===== src/rtl/pafc_pkg.sv =====
`timescale 1ns / 1ps

package pafc_pkg;

    localparam int C_COUNT_WIDTH = 16;
    localparam int C_CFG_IDX_W   = 3;
    localparam int C_CFG_DATA_W  = 12;
    localparam int C_HALF_MS_W   = 12;
    localparam int C_DELAY_W     = 4;
    localparam int C_PULSE_W     = 8;
    localparam int C_MODE_W      = 3;
    localparam int C_PROD_W      = C_HALF_MS_W + C_DELAY_W;

    localparam logic [C_CFG_IDX_W-1:0] REG_HALF_MS_TICKS = 3'd0;
    localparam logic [C_CFG_IDX_W-1:0] REG_MIN_DELAY     = 3'd1;
    localparam logic [C_CFG_IDX_W-1:0] REG_MAX_DELAY     = 3'd2;
    localparam logic [C_CFG_IDX_W-1:0] REG_LOW_PRESET    = 3'd3;
    localparam logic [C_CFG_IDX_W-1:0] REG_MID_PRESET    = 3'd4;
    localparam logic [C_CFG_IDX_W-1:0] REG_HIGH_PRESET   = 3'd5;
    localparam logic [C_CFG_IDX_W-1:0] REG_PULSE_TICKS   = 3'd6;

    localparam logic [C_HALF_MS_W-1:0] RST_HALF_MS_TICKS = 12'd1000;
    localparam logic [C_DELAY_W-1:0]   RST_MIN_DELAY     = 4'd2;
    localparam logic [C_DELAY_W-1:0]   RST_MAX_DELAY     = 4'd14;
    localparam logic [C_DELAY_W-1:0]   RST_LOW_PRESET    = 4'd12;
    localparam logic [C_DELAY_W-1:0]   RST_MID_PRESET    = 4'd8;
    localparam logic [C_DELAY_W-1:0]   RST_HIGH_PRESET   = 4'd4;
    localparam logic [C_PULSE_W-1:0]   RST_PULSE_TICKS   = 8'd40;
    localparam logic [C_DELAY_W-1:0]   RST_DELAY         = 4'd2;

    typedef enum logic [C_MODE_W-1:0] {
        MODE_NORMAL = 3'd0,
        MODE_OFF    = 3'd1,
        MODE_LOW    = 3'd2,
        MODE_MEDIUM = 3'd3,
        MODE_HIGH   = 3'd4
    } t_mode;

    typedef struct packed {
        logic tick;
        logic dec_press;
        logic inc_press;
        logic mode_press;
        logic zero_cross;
    } t_in;

    typedef struct packed {
        logic                 gate;
        logic                 fired;
        logic [C_DELAY_W-1:0] delay_now;
        logic [C_MODE_W-1:0]  mode_now;
        logic                 counting;
    } t_out;

    typedef struct packed {
        logic [C_HALF_MS_W-1:0] half_ms_ticks;
        logic [C_DELAY_W-1:0]   min_delay;
        logic [C_DELAY_W-1:0]   max_delay;
        logic [C_DELAY_W-1:0]   low_preset;
        logic [C_DELAY_W-1:0]   mid_preset;
        logic [C_DELAY_W-1:0]   high_preset;
        logic [C_PULSE_W-1:0]   pulse_ticks;
    } t_cfg;

endpackage


===== src/rtl/pafc_cfg_regs.sv =====
`timescale 1ns / 1ps

module pafc_cfg_regs (
    input  logic                              i_clk,
    input  logic                              i_rst_n,
    input  logic                              i_cfg_wr_en,
    input  logic [pafc_pkg::C_CFG_IDX_W-1:0]  i_cfg_addr,
    input  logic [pafc_pkg::C_CFG_DATA_W-1:0] i_cfg_wdata,
    output pafc_pkg::t_cfg                    o_cfg
);
    import pafc_pkg::*;

    t_cfg r_cfg;

    always_ff @(posedge i_clk) begin
        if (!i_rst_n) begin
            r_cfg.half_ms_ticks <= RST_HALF_MS_TICKS;
            r_cfg.min_delay     <= RST_MIN_DELAY;
            r_cfg.max_delay     <= RST_MAX_DELAY;
            r_cfg.low_preset    <= RST_LOW_PRESET;
            r_cfg.mid_preset    <= RST_MID_PRESET;
            r_cfg.high_preset   <= RST_HIGH_PRESET;
            r_cfg.pulse_ticks   <= RST_PULSE_TICKS;
        end else if (i_cfg_wr_en) begin
            case (i_cfg_addr)
                REG_HALF_MS_TICKS: r_cfg.half_ms_ticks <= i_cfg_wdata[C_HALF_MS_W-1:0];
                REG_MIN_DELAY:     r_cfg.min_delay     <= i_cfg_wdata[C_DELAY_W-1:0];
                REG_MAX_DELAY:     r_cfg.max_delay     <= i_cfg_wdata[C_DELAY_W-1:0];
                REG_LOW_PRESET:    r_cfg.low_preset    <= i_cfg_wdata[C_DELAY_W-1:0];
                REG_MID_PRESET:    r_cfg.mid_preset    <= i_cfg_wdata[C_DELAY_W-1:0];
                REG_HIGH_PRESET:   r_cfg.high_preset   <= i_cfg_wdata[C_DELAY_W-1:0];
                REG_PULSE_TICKS:   r_cfg.pulse_ticks   <= i_cfg_wdata[C_PULSE_W-1:0];
                default: begin
                end
            endcase
        end
    end

    assign o_cfg = r_cfg;

endmodule


===== src/rtl/pafc_fire_logic.sv =====
`timescale 1ns / 1ps

module pafc_fire_logic #(
    parameter int COUNT_WIDTH = pafc_pkg::C_COUNT_WIDTH
) (
    input  logic           i_clk,
    input  logic           i_rst_n,
    input  logic           i_adv,
    input  pafc_pkg::t_in  i_item,
    input  pafc_pkg::t_cfg i_cfg,
    output pafc_pkg::t_out o_res
);
    import pafc_pkg::*;

    localparam int EXT_W = (COUNT_WIDTH > C_PROD_W) ? COUNT_WIDTH : C_PROD_W;

    t_mode                  r_mode;
    logic [C_DELAY_W-1:0]   r_delay;
    logic [COUNT_WIDTH-1:0] r_count;
    logic                   r_run;
    logic [C_PULSE_W-1:0]   r_pulse;

    t_mode                  n_mode;
    logic [C_DELAY_W-1:0]   n_delay;
    logic [COUNT_WIDTH-1:0] n_count;
    logic                   n_run;
    logic [C_PULSE_W-1:0]   n_pulse;
    logic                   fired;

    logic [C_PROD_W-1:0]    prod;
    logic [EXT_W-1:0]       prod_m1;
    logic [EXT_W-1:0]       cnt_max_ext;
    logic [COUNT_WIDTH-1:0] cmp;

    always_comb begin
        n_delay = r_delay;
        n_mode  = r_mode;
        n_count = r_count;
        n_run   = r_run;
        n_pulse = r_pulse;
        fired   = 1'b0;

        if (i_item.dec_press && (n_delay > i_cfg.min_delay)) begin
            n_delay = n_delay - 1'b1;
        end
        if (i_item.inc_press && (n_delay < i_cfg.max_delay)) begin
            n_delay = n_delay + 1'b1;
        end

        if (i_item.mode_press) begin
            case (r_mode)
                MODE_NORMAL: begin
                    n_mode = MODE_OFF;
                    n_run  = 1'b0;
                end
                MODE_OFF: begin
                    n_mode  = MODE_LOW;
                    n_delay = i_cfg.low_preset;
                    n_run   = 1'b0;
                end
                MODE_LOW: begin
                    n_mode  = MODE_MEDIUM;
                    n_delay = i_cfg.mid_preset;
                    n_run   = 1'b0;
                end
                MODE_MEDIUM: begin
                    n_mode  = MODE_HIGH;
                    n_delay = i_cfg.high_preset;
                    n_run   = 1'b0;
                end
                default: begin
                    n_mode = MODE_NORMAL;
                end
            endcase
        end

        if (i_item.zero_cross) begin
            n_count = '0;
            n_run   = 1'b1;
        end

        // compare value, saturated to the counter range
        prod        = C_PROD_W'(i_cfg.half_ms_ticks) * C_PROD_W'(n_delay);
        prod_m1     = EXT_W'(prod) - EXT_W'(1);
        cnt_max_ext = EXT_W'({COUNT_WIDTH{1'b1}});
        if (prod == '0) begin
            cmp = '0;
        end else if (prod_m1 > cnt_max_ext) begin
            cmp = {COUNT_WIDTH{1'b1}};
        end else begin
            cmp = prod_m1[COUNT_WIDTH-1:0];
        end

        if (n_count > cmp) begin
            n_count = '0;
        end

        if (i_item.tick) begin
            if (n_pulse != '0) begin
                n_pulse = n_pulse - 1'b1;
            end
            if (n_run && (n_mode != MODE_OFF)) begin
                if (n_count == cmp) begin
                    n_count = '0;
                    n_run   = 1'b0;
                    fired   = 1'b1;
                    n_pulse = i_cfg.pulse_ticks;
                end else begin
                    n_count = n_count + 1'b1;
                end
            end
        end

        o_res.gate      = (n_pulse != '0);
        o_res.fired     = fired;
        o_res.delay_now = n_delay;
        o_res.mode_now  = n_mode;
        o_res.counting  = n_run && (n_mode != MODE_OFF);
    end

    always_ff @(posedge i_clk) begin
        if (!i_rst_n) begin
            r_mode  <= MODE_NORMAL;
            r_delay <= RST_DELAY;
            r_count <= '0;
            r_run   <= 1'b0;
            r_pulse <= '0;
        end else if (i_adv) begin
            r_mode  <= n_mode;
            r_delay <= n_delay;
            r_count <= n_count;
            r_run   <= n_run;
            r_pulse <= n_pulse;
        end
    end

endmodule


===== src/rtl/phase_angle_firing_controller_core.sv =====
`timescale 1ns / 1ps

// Triac phase-angle firing controller. Takes one item per clock while the output
// side keeps up and returns one result item for each; a result passes through the
// input register, then the result register, and is offered from there until the
// output side is ready to take it. The state update, holding the half_ms_ticks by
// delay multiply and the counter compare, is combinational and sets the
// one-item-per-cycle rate. The user must write configuration through the plain
// write port only while no item is in flight; the block itself does not enforce it.
module phase_angle_firing_controller_core #(
    parameter int COUNT_WIDTH = pafc_pkg::C_COUNT_WIDTH
) (
    input  logic                              i_clk,
    input  logic                              i_rst_n,
    input  logic                              i_cfg_wr_en,
    input  logic [pafc_pkg::C_CFG_IDX_W-1:0]  i_cfg_addr,
    input  logic [pafc_pkg::C_CFG_DATA_W-1:0] i_cfg_wdata,
    input  logic                              i_in_valid,
    output logic                              o_in_ready,
    input  pafc_pkg::t_in                     i_in_data,
    output logic                              o_out_valid,
    input  logic                              i_out_ready,
    output pafc_pkg::t_out                    o_out_data
);
    import pafc_pkg::*;

    t_cfg   cfg;
    t_in    r_in;
    logic   r_in_valid;
    t_out   r_out;
    logic   r_out_valid;
    t_out   res;
    logic   adv;

    assign adv        = r_in_valid && (!r_out_valid || i_out_ready);
    assign o_in_ready = !r_in_valid || adv;

    pafc_cfg_regs u_cfg (
        .i_clk       (i_clk),
        .i_rst_n     (i_rst_n),
        .i_cfg_wr_en (i_cfg_wr_en),
        .i_cfg_addr  (i_cfg_addr),
        .i_cfg_wdata (i_cfg_wdata),
        .o_cfg       (cfg)
    );

    pafc_fire_logic #(
        .COUNT_WIDTH (COUNT_WIDTH)
    ) u_fire (
        .i_clk   (i_clk),
        .i_rst_n (i_rst_n),
        .i_adv   (adv),
        .i_item  (r_in),
        .i_cfg   (cfg),
        .o_res   (res)
    );

    // input item register
    always_ff @(posedge i_clk) begin
        if (!i_rst_n) begin
            r_in_valid <= 1'b0;
        end else if (o_in_ready) begin
            r_in_valid <= i_in_valid;
        end
    end

    always_ff @(posedge i_clk) begin
        if (i_in_valid && o_in_ready) begin
            r_in <= i_in_data;
        end
    end

    // result register
    always_ff @(posedge i_clk) begin
        if (!i_rst_n) begin
            r_out_valid <= 1'b0;
        end else if (adv) begin
            r_out_valid <= 1'b1;
        end else if (i_out_ready) begin
            r_out_valid <= 1'b0;
        end
    end

    always_ff @(posedge i_clk) begin
        if (adv) begin
            r_out <= res;
        end
    end

    assign o_out_valid = r_out_valid;
    assign o_out_data  = r_out;

endmodule


===== config.mk =====
export PLATFORM = sky130hd
export DESIGN_NAME = phase_angle_firing_controller_core
export DESIGN_NICKNAME = d
export VERILOG_FILES = /design/src/rtl/pafc_pkg.sv /design/src/rtl/pafc_cfg_regs.sv /design/src/rtl/pafc_fire_logic.sv /design/src/rtl/phase_angle_firing_controller_core.sv
export SDC_FILE = /design/constraint.sdc
export NUM_CORES = 1
export LEC_CHECK = 0
export BUFFER_PORTS_ARGS = -buffer_cell sky130_fd_sc_hd__buf_2
export CORE_UTILIZATION = 50
export DETAILED_ROUTE_END_ITERATION = 8
export MAX_ROUTING_LAYER = met4
export PLACE_DENSITY = 0.67
export SKIP_CTS_REPAIR_TIMING = 1
export SYNTH_ARGS = -nofsm -noshare
export SYNTH_HDL_FRONTEND = slang
export SYNTH_SLANG_ARGS = --single-unit

===== constraint.sdc =====
create_clock -name i_clk -period 20.3 [get_ports i_clk]
set_input_delay 4.06 -clock i_clk [delete_from_list [all_inputs] [get_ports i_clk]]
set_output_delay 4.06 -clock i_clk [all_outputs]
set_load 0.01 [all_outputs]

-- Word level (Yosys, flattened, before mapping)
Index checks and enable logic that the tools add are counted.
- input port bits: 25
- output and inout bits: 12
- logic and storage cells: 96
- flip-flop bits (word level): 89
- $add $sub $neg: 5
- magnitude comparators: 4
- equality and inequality tests: 11
- muxes and demuxes: 26
- multipliers: 1
- reduce and logical (&&, ||, !) cells: 25
- operator list (cell ; number):
    16-bit two-way mux ; 7
    8-bit two-way mux ; 4
    16-bit by 1-bit adder with 16-bit output (second input constant) ; 1
    16-bit equality test ; 1
    16-bit > comparator ; 1
    16-bit > comparator (second input constant) ; 1
    16-bit zero test ; 1
    12-bit by 4-bit multiplier with 16-bit output ; 1
    2-bit AND reduction ; 8
    8-bit nonzero test ; 2
    16-bit by 1-bit subtractor with 16-bit output (second input constant) ; 1
    3-bit by 2-bit equality test with 1-bit output (second input constant) ; 4
    4-bit two-way mux ; 3
    3-bit one-hot mux with 4 select lines ; 1
    4-bit one-hot mux with 3 select lines ; 1
    3-bit equality test (second input constant) ; 3
    1-bit two-way mux ; 9
    8-bit by 1-bit subtractor with 8-bit output (second input constant) ; 1
    3-bit by 1-bit equality test with 1-bit output (second input constant) ; 2
    1-bit logical AND ; 6
    3-bit zero test ; 2
    4-bit by 1-bit adder with 4-bit output (second input constant) ; 1
    4-bit > comparator ; 1
    4-bit less-than comparator ; 1
    other kinds (7) ; 9

-- Depth between registers and ports, before layout
- depth in word-level cells: 20
- gate-level depth with buffers: 52
- depth with buffers taken out: 48

-- Hierarchy
From an unflattened synthesis, not the netlist that was laid out.
- cells, all modules: 967
- area, all modules: 8176.6 um^2
- by module, submodules not included (module ; cells an instance ; sequential area each (um^2) ; times used ; area an instance (um^2)):
    pafc_fire_logic ; 782 ; 640.6 ; 1 ; 5968.2
    pafc_cfg_regs ; 161 ; 800.8 ; 1 ; 1654.1
    phase_angle_firing_controller_core ; 24 ; 490.5 ; 1 ; 554.3

-- Worst setup path before layout
OpenSTA, ideal clock, no wires.
- kind: flip-flop to flip-flop
- start point: register u_fire.r_delay[0]
- end point: register u_fire.r_count[14]
- setup slack: 9923 ps
- library setup time: 74 ps
- arrival: 10302 ps
- buffers on the path: 6
- data required time: 20226 ps
- period minus slack after synthesis: 10377 ps
- cell stages (with the launch flop): 52
- cell sequence: dfxtp_1 > inv_1 > ha_1 > nand2b_1 > a21oi_1 > o21bai_1 > nor4_1 > xor2_1 > ha_1 > nand2_1 > and3b_1 > nand3b_1 > o21ai_0 > mux2i_1 > nor2_1 > a21oi_1 > clkbuf_1 > inv_1 > [... 16 more ...] > a21oi_1 > o21ai_0 > a211oi_1 > a31o_2 > clkbuf_1 > clkbuf_1 > nand2_1 > inv_1 > ha_1 > nand2_1 > nor3_1 > and4_1 > nand3_1 > inv_1 > nand3_1 > or2_2 > or4_1 > a31oi_1
- RTL lines (item ; RTL line ; text):
    start, declared ; pafc_fire_logic.sv:18 ; logic [C_DELAY_W-1:0] r_delay;
    start signal, assigned ; pafc_fire_logic.sv:130 ; r_delay <= n_delay;
    end signal, assigned ; pafc_fire_logic.sv:131 ; r_count <= n_count;
    end, declared ; pafc_fire_logic.sv:19 ; logic [COUNT_WIDTH-1:0] r_count;

==> run summary <==
R2r startpoint: u_fire.r_delay[0]
Pin count of the biggest net entering global routing: 56
Cell family with the largest share of critical-path delay: simple AND/OR/NAND/NOR gates
Number of routed nets with antenna violations: 0
CTS tree: done
Skew-Pair Late Insertion Delay: 0.35 ns
Pleak: 3.45 nW
Layout Skew: 0.00682 ns
I/O Buffers: 36
Commonest non-fill, non-tap cells in the layout: 145 x nand2_1, 77 x nor2_1, 74 x dfxtp_1
Synthesized instance count: 977
DIE WIDTH: 126 um
Yosys warns: 0
Internal: 0.508 mW
Layout cells sized above 1: 9.30%
Sequential area share after synthesis: 25.1%
Area Overhead vs Synth: 7.16%
Num CTS Buffers: 9
Arrival @ worst endpoint: 12.32 ns
Net Sw Frac: 45.1%
CTS root buf: clkbuf_16
Mapped Avg Cell Area: 7.87 um2
DR iter-0 viols: 458
Area of the core: 0.0148 mm2
Worst r2r path cells: 43
R2R setup slack: 8.07 ns
TNS Setup: 0 ns
Detailed Place HPWL: 14600 um
Crit path buf inv count: 3
Status: finished clean
P_sw: 0.418 mW
Critical R2R Capture: o_out_data[9]
Clock buffer depth: 2
1st-pass router iterations: 7
Kind of critical path: reg -> reg
Max cap viols: 0
Clock slew at reported path FFs: 0.07 ns
Mean routed wirelength per cell: 16.3 um
Die area: 0.0159 mm2
Yosys top cell area share: 19.3%
Drc violations: 0
H-Tree Depth: 3
Rows: 44
Final instance area: 0.00824 mm2
Slew Limit Fails: 0
Final wirelength: 19100 um
Pre-CTS setup slack: 8.14 ns
Fillers: 1411
Worst setup margin: 8.07 ns
WHS Path Cells: 2
Synth async-reset ratio: 0%
Count of cell types in the netlist: 88
Slowest cell delay on critical path: 0.82 ns
Vias in the first global route: 6649
Placer Congestion: 0.907
Tot GR Track Use: 25.6%
Grt total ovfl: 0
Total clock sinks: 89
Mapped Area: 0.00769 mm2
RSZ-0062 raised after global routing: no
Final setup vio count: 0
Diode count: 0
Worst Hold End: u_cfg.o_cfg[0]
P per Cell Area: 112 mW/mm2
Peak fanout along the critical path: 20
Tot Pwr: 0.925 mW
Seq cells post-synth: 89
Dpl cell area: 0.00794 mm2
Final period util: 60.3%
Logic gate share of total power: 60.8%
Vias per inst: 5.95
Slowest-stage cell, CP: a21oi_1
Worst Hold Margin: 0.458 ns
Synth area leaders: dfxtp_1 19%, ha_1 8.0%, nand2_1 7.1%
Initial core utilization: 52.1%
Top_reg_cell synth: dfxtp_1
VDD IR max: 66.3 uV
Minimum clock period after layout: 12.23 ns
CP endpoint kind: register
Initial antenna violation count: 0
Slew @ Worst Pin: 1.05 ns
CP startpoint kind: register
Seq pwr share: 20.8%
Die height: 126 um
First-pass GRT wire length: 32100 um
Largest area contributor in the netlist: dfxtp_1
Net count, final: 1078
Worst Hold Class: reg -> reg
Worst EP required: 20.38 ns
Final hold viol count: 0
F_max: 81.7 MHz
Clock power share: 18.4%
Post-synth EDFFs: 15
Via count: 6976
Syn nets: 1071
Rel. slew slack: 29.9%
Hold wc startpoint: u_cfg.o_cfg[0]
Commonest non-fill, non-tap cell in the layout: nand2_1
I/O pin total: 37
-- kinds of logic after synthesis --
family	Yosys count	synth area share [%]
XOR/XNOR	23	2.62
flip-flops	89	25.1
adder cells (fa/ha/maj)	69	13.2
buffers and inverters	93	4.98
multiplexers	33	4.36
AO/OA/AOI/OAI	200	18.0
AND/OR/NAND/NOR	470	31.7
-- state kept, by name, indices dropped and copies added, names as in the netlist --
| register | flops |
|---|---|
| o_out_data | 10 |
| o_out_valid | 1 |
| r_in | 5 |
| r_in_valid | 1 |
| u_cfg.o_cfg | 40 |
| u_fire.r_count | 16 |
| u_fire.r_delay | 4 |
| u_fire.r_mode | 3 |
| u_fire.r_pulse | 8 |
| u_fire.r_run | 1 |
-- cells in the mapped netlist (all sizes together), types with 10 or more instances --
| cell type | n |
|---|---|
| nand2 | 145 |
| nand3 | 32 |
| mux2i | 29 |
| nor3 | 29 |
| inv | 47 |
| or2 | 10 |
| xnor2 | 11 |
| and2 | 40 |
| nor2b | 31 |
| o21ai | 34 |
| clkbuf | 36 |
| nor4 | 12 |
| ha | 49 |
| a211oi | 14 |
| nor2 | 79 |
| and3 | 10 |
| a21oi | 53 |
| nand2b | 19 |
| nand4 | 15 |
| edfxtp | 15 |
| xor2 | 12 |
| or3 | 11 |
| o211ai | 15 |
| dfxtp | 74 |
| fa | 20 |
-- layer usage --
metal	routed length [um]	part of all wire, %	track usage (%)
met5	0	0	-
met4	420	2.2	8.72
met3	737	3.9	2.97
met2	8780	46	41.5
met1	9180	48	33.1
-- metrics by stage --
stage          util, %  cells
2_1_floorplan        -    977
3_3_place_gp      53.8   1157
3_5_place_dp      53.8   1157
4_1_cts           55.9   1173
5_1_grt           55.9   1173
6_report          55.9   1173
-- layout make-up --
cell class                      count  area (um2)  share of cell area [%]
Clock buffer                       10         239                    2.90
Sequential cell                    89        1930                    23.4
Timing Repair Buffer               41         218                    2.64
Multi-Input combinational cell    795        5380                    65.2
Inverter                           48         180                    2.19
Tap cell                          184         230                    2.79
Clock inverter                      6        66.3                   0.805
-- worst min-delay path, cell delays in order (launching register included) --
cell,delay (ns)
dfxtp_1,0.31
nand2_1,0.05
a21oi_1,0.05
-- worst max-delay path by stage --
stage                                 start                 end  slack (ns)  depth (start not counted)
after floorplan           u_fire.r_delay[0]  u_fire.r_count[14]        9.92                         51
after global placement    u_fire.r_delay[0]       o_out_data[9]        8.37                         44
after detailed placement  u_fire.r_delay[0]       o_out_data[9]        8.14                         44
after CTS                 u_fire.r_delay[0]       o_out_data[9]        8.10                         44
after global routing      u_fire.r_delay[0]       o_out_data[9]        6.79                         44
final                     u_fire.r_delay[0]       o_out_data[9]        8.07                         43
-- power groups by stage --
stage	Clock [mW]	Combinational, mW	Sequential (mW)
after floorplan	0	0.449	0.194
after global placement	0	0.554	0.197
after detailed placement	0	0.557	0.197
after CTS	0.175	0.560	0.193
after global routing	0.182	0.629	0.194
final	0.170	0.562	0.193
(Power assumes the default switching activity.)
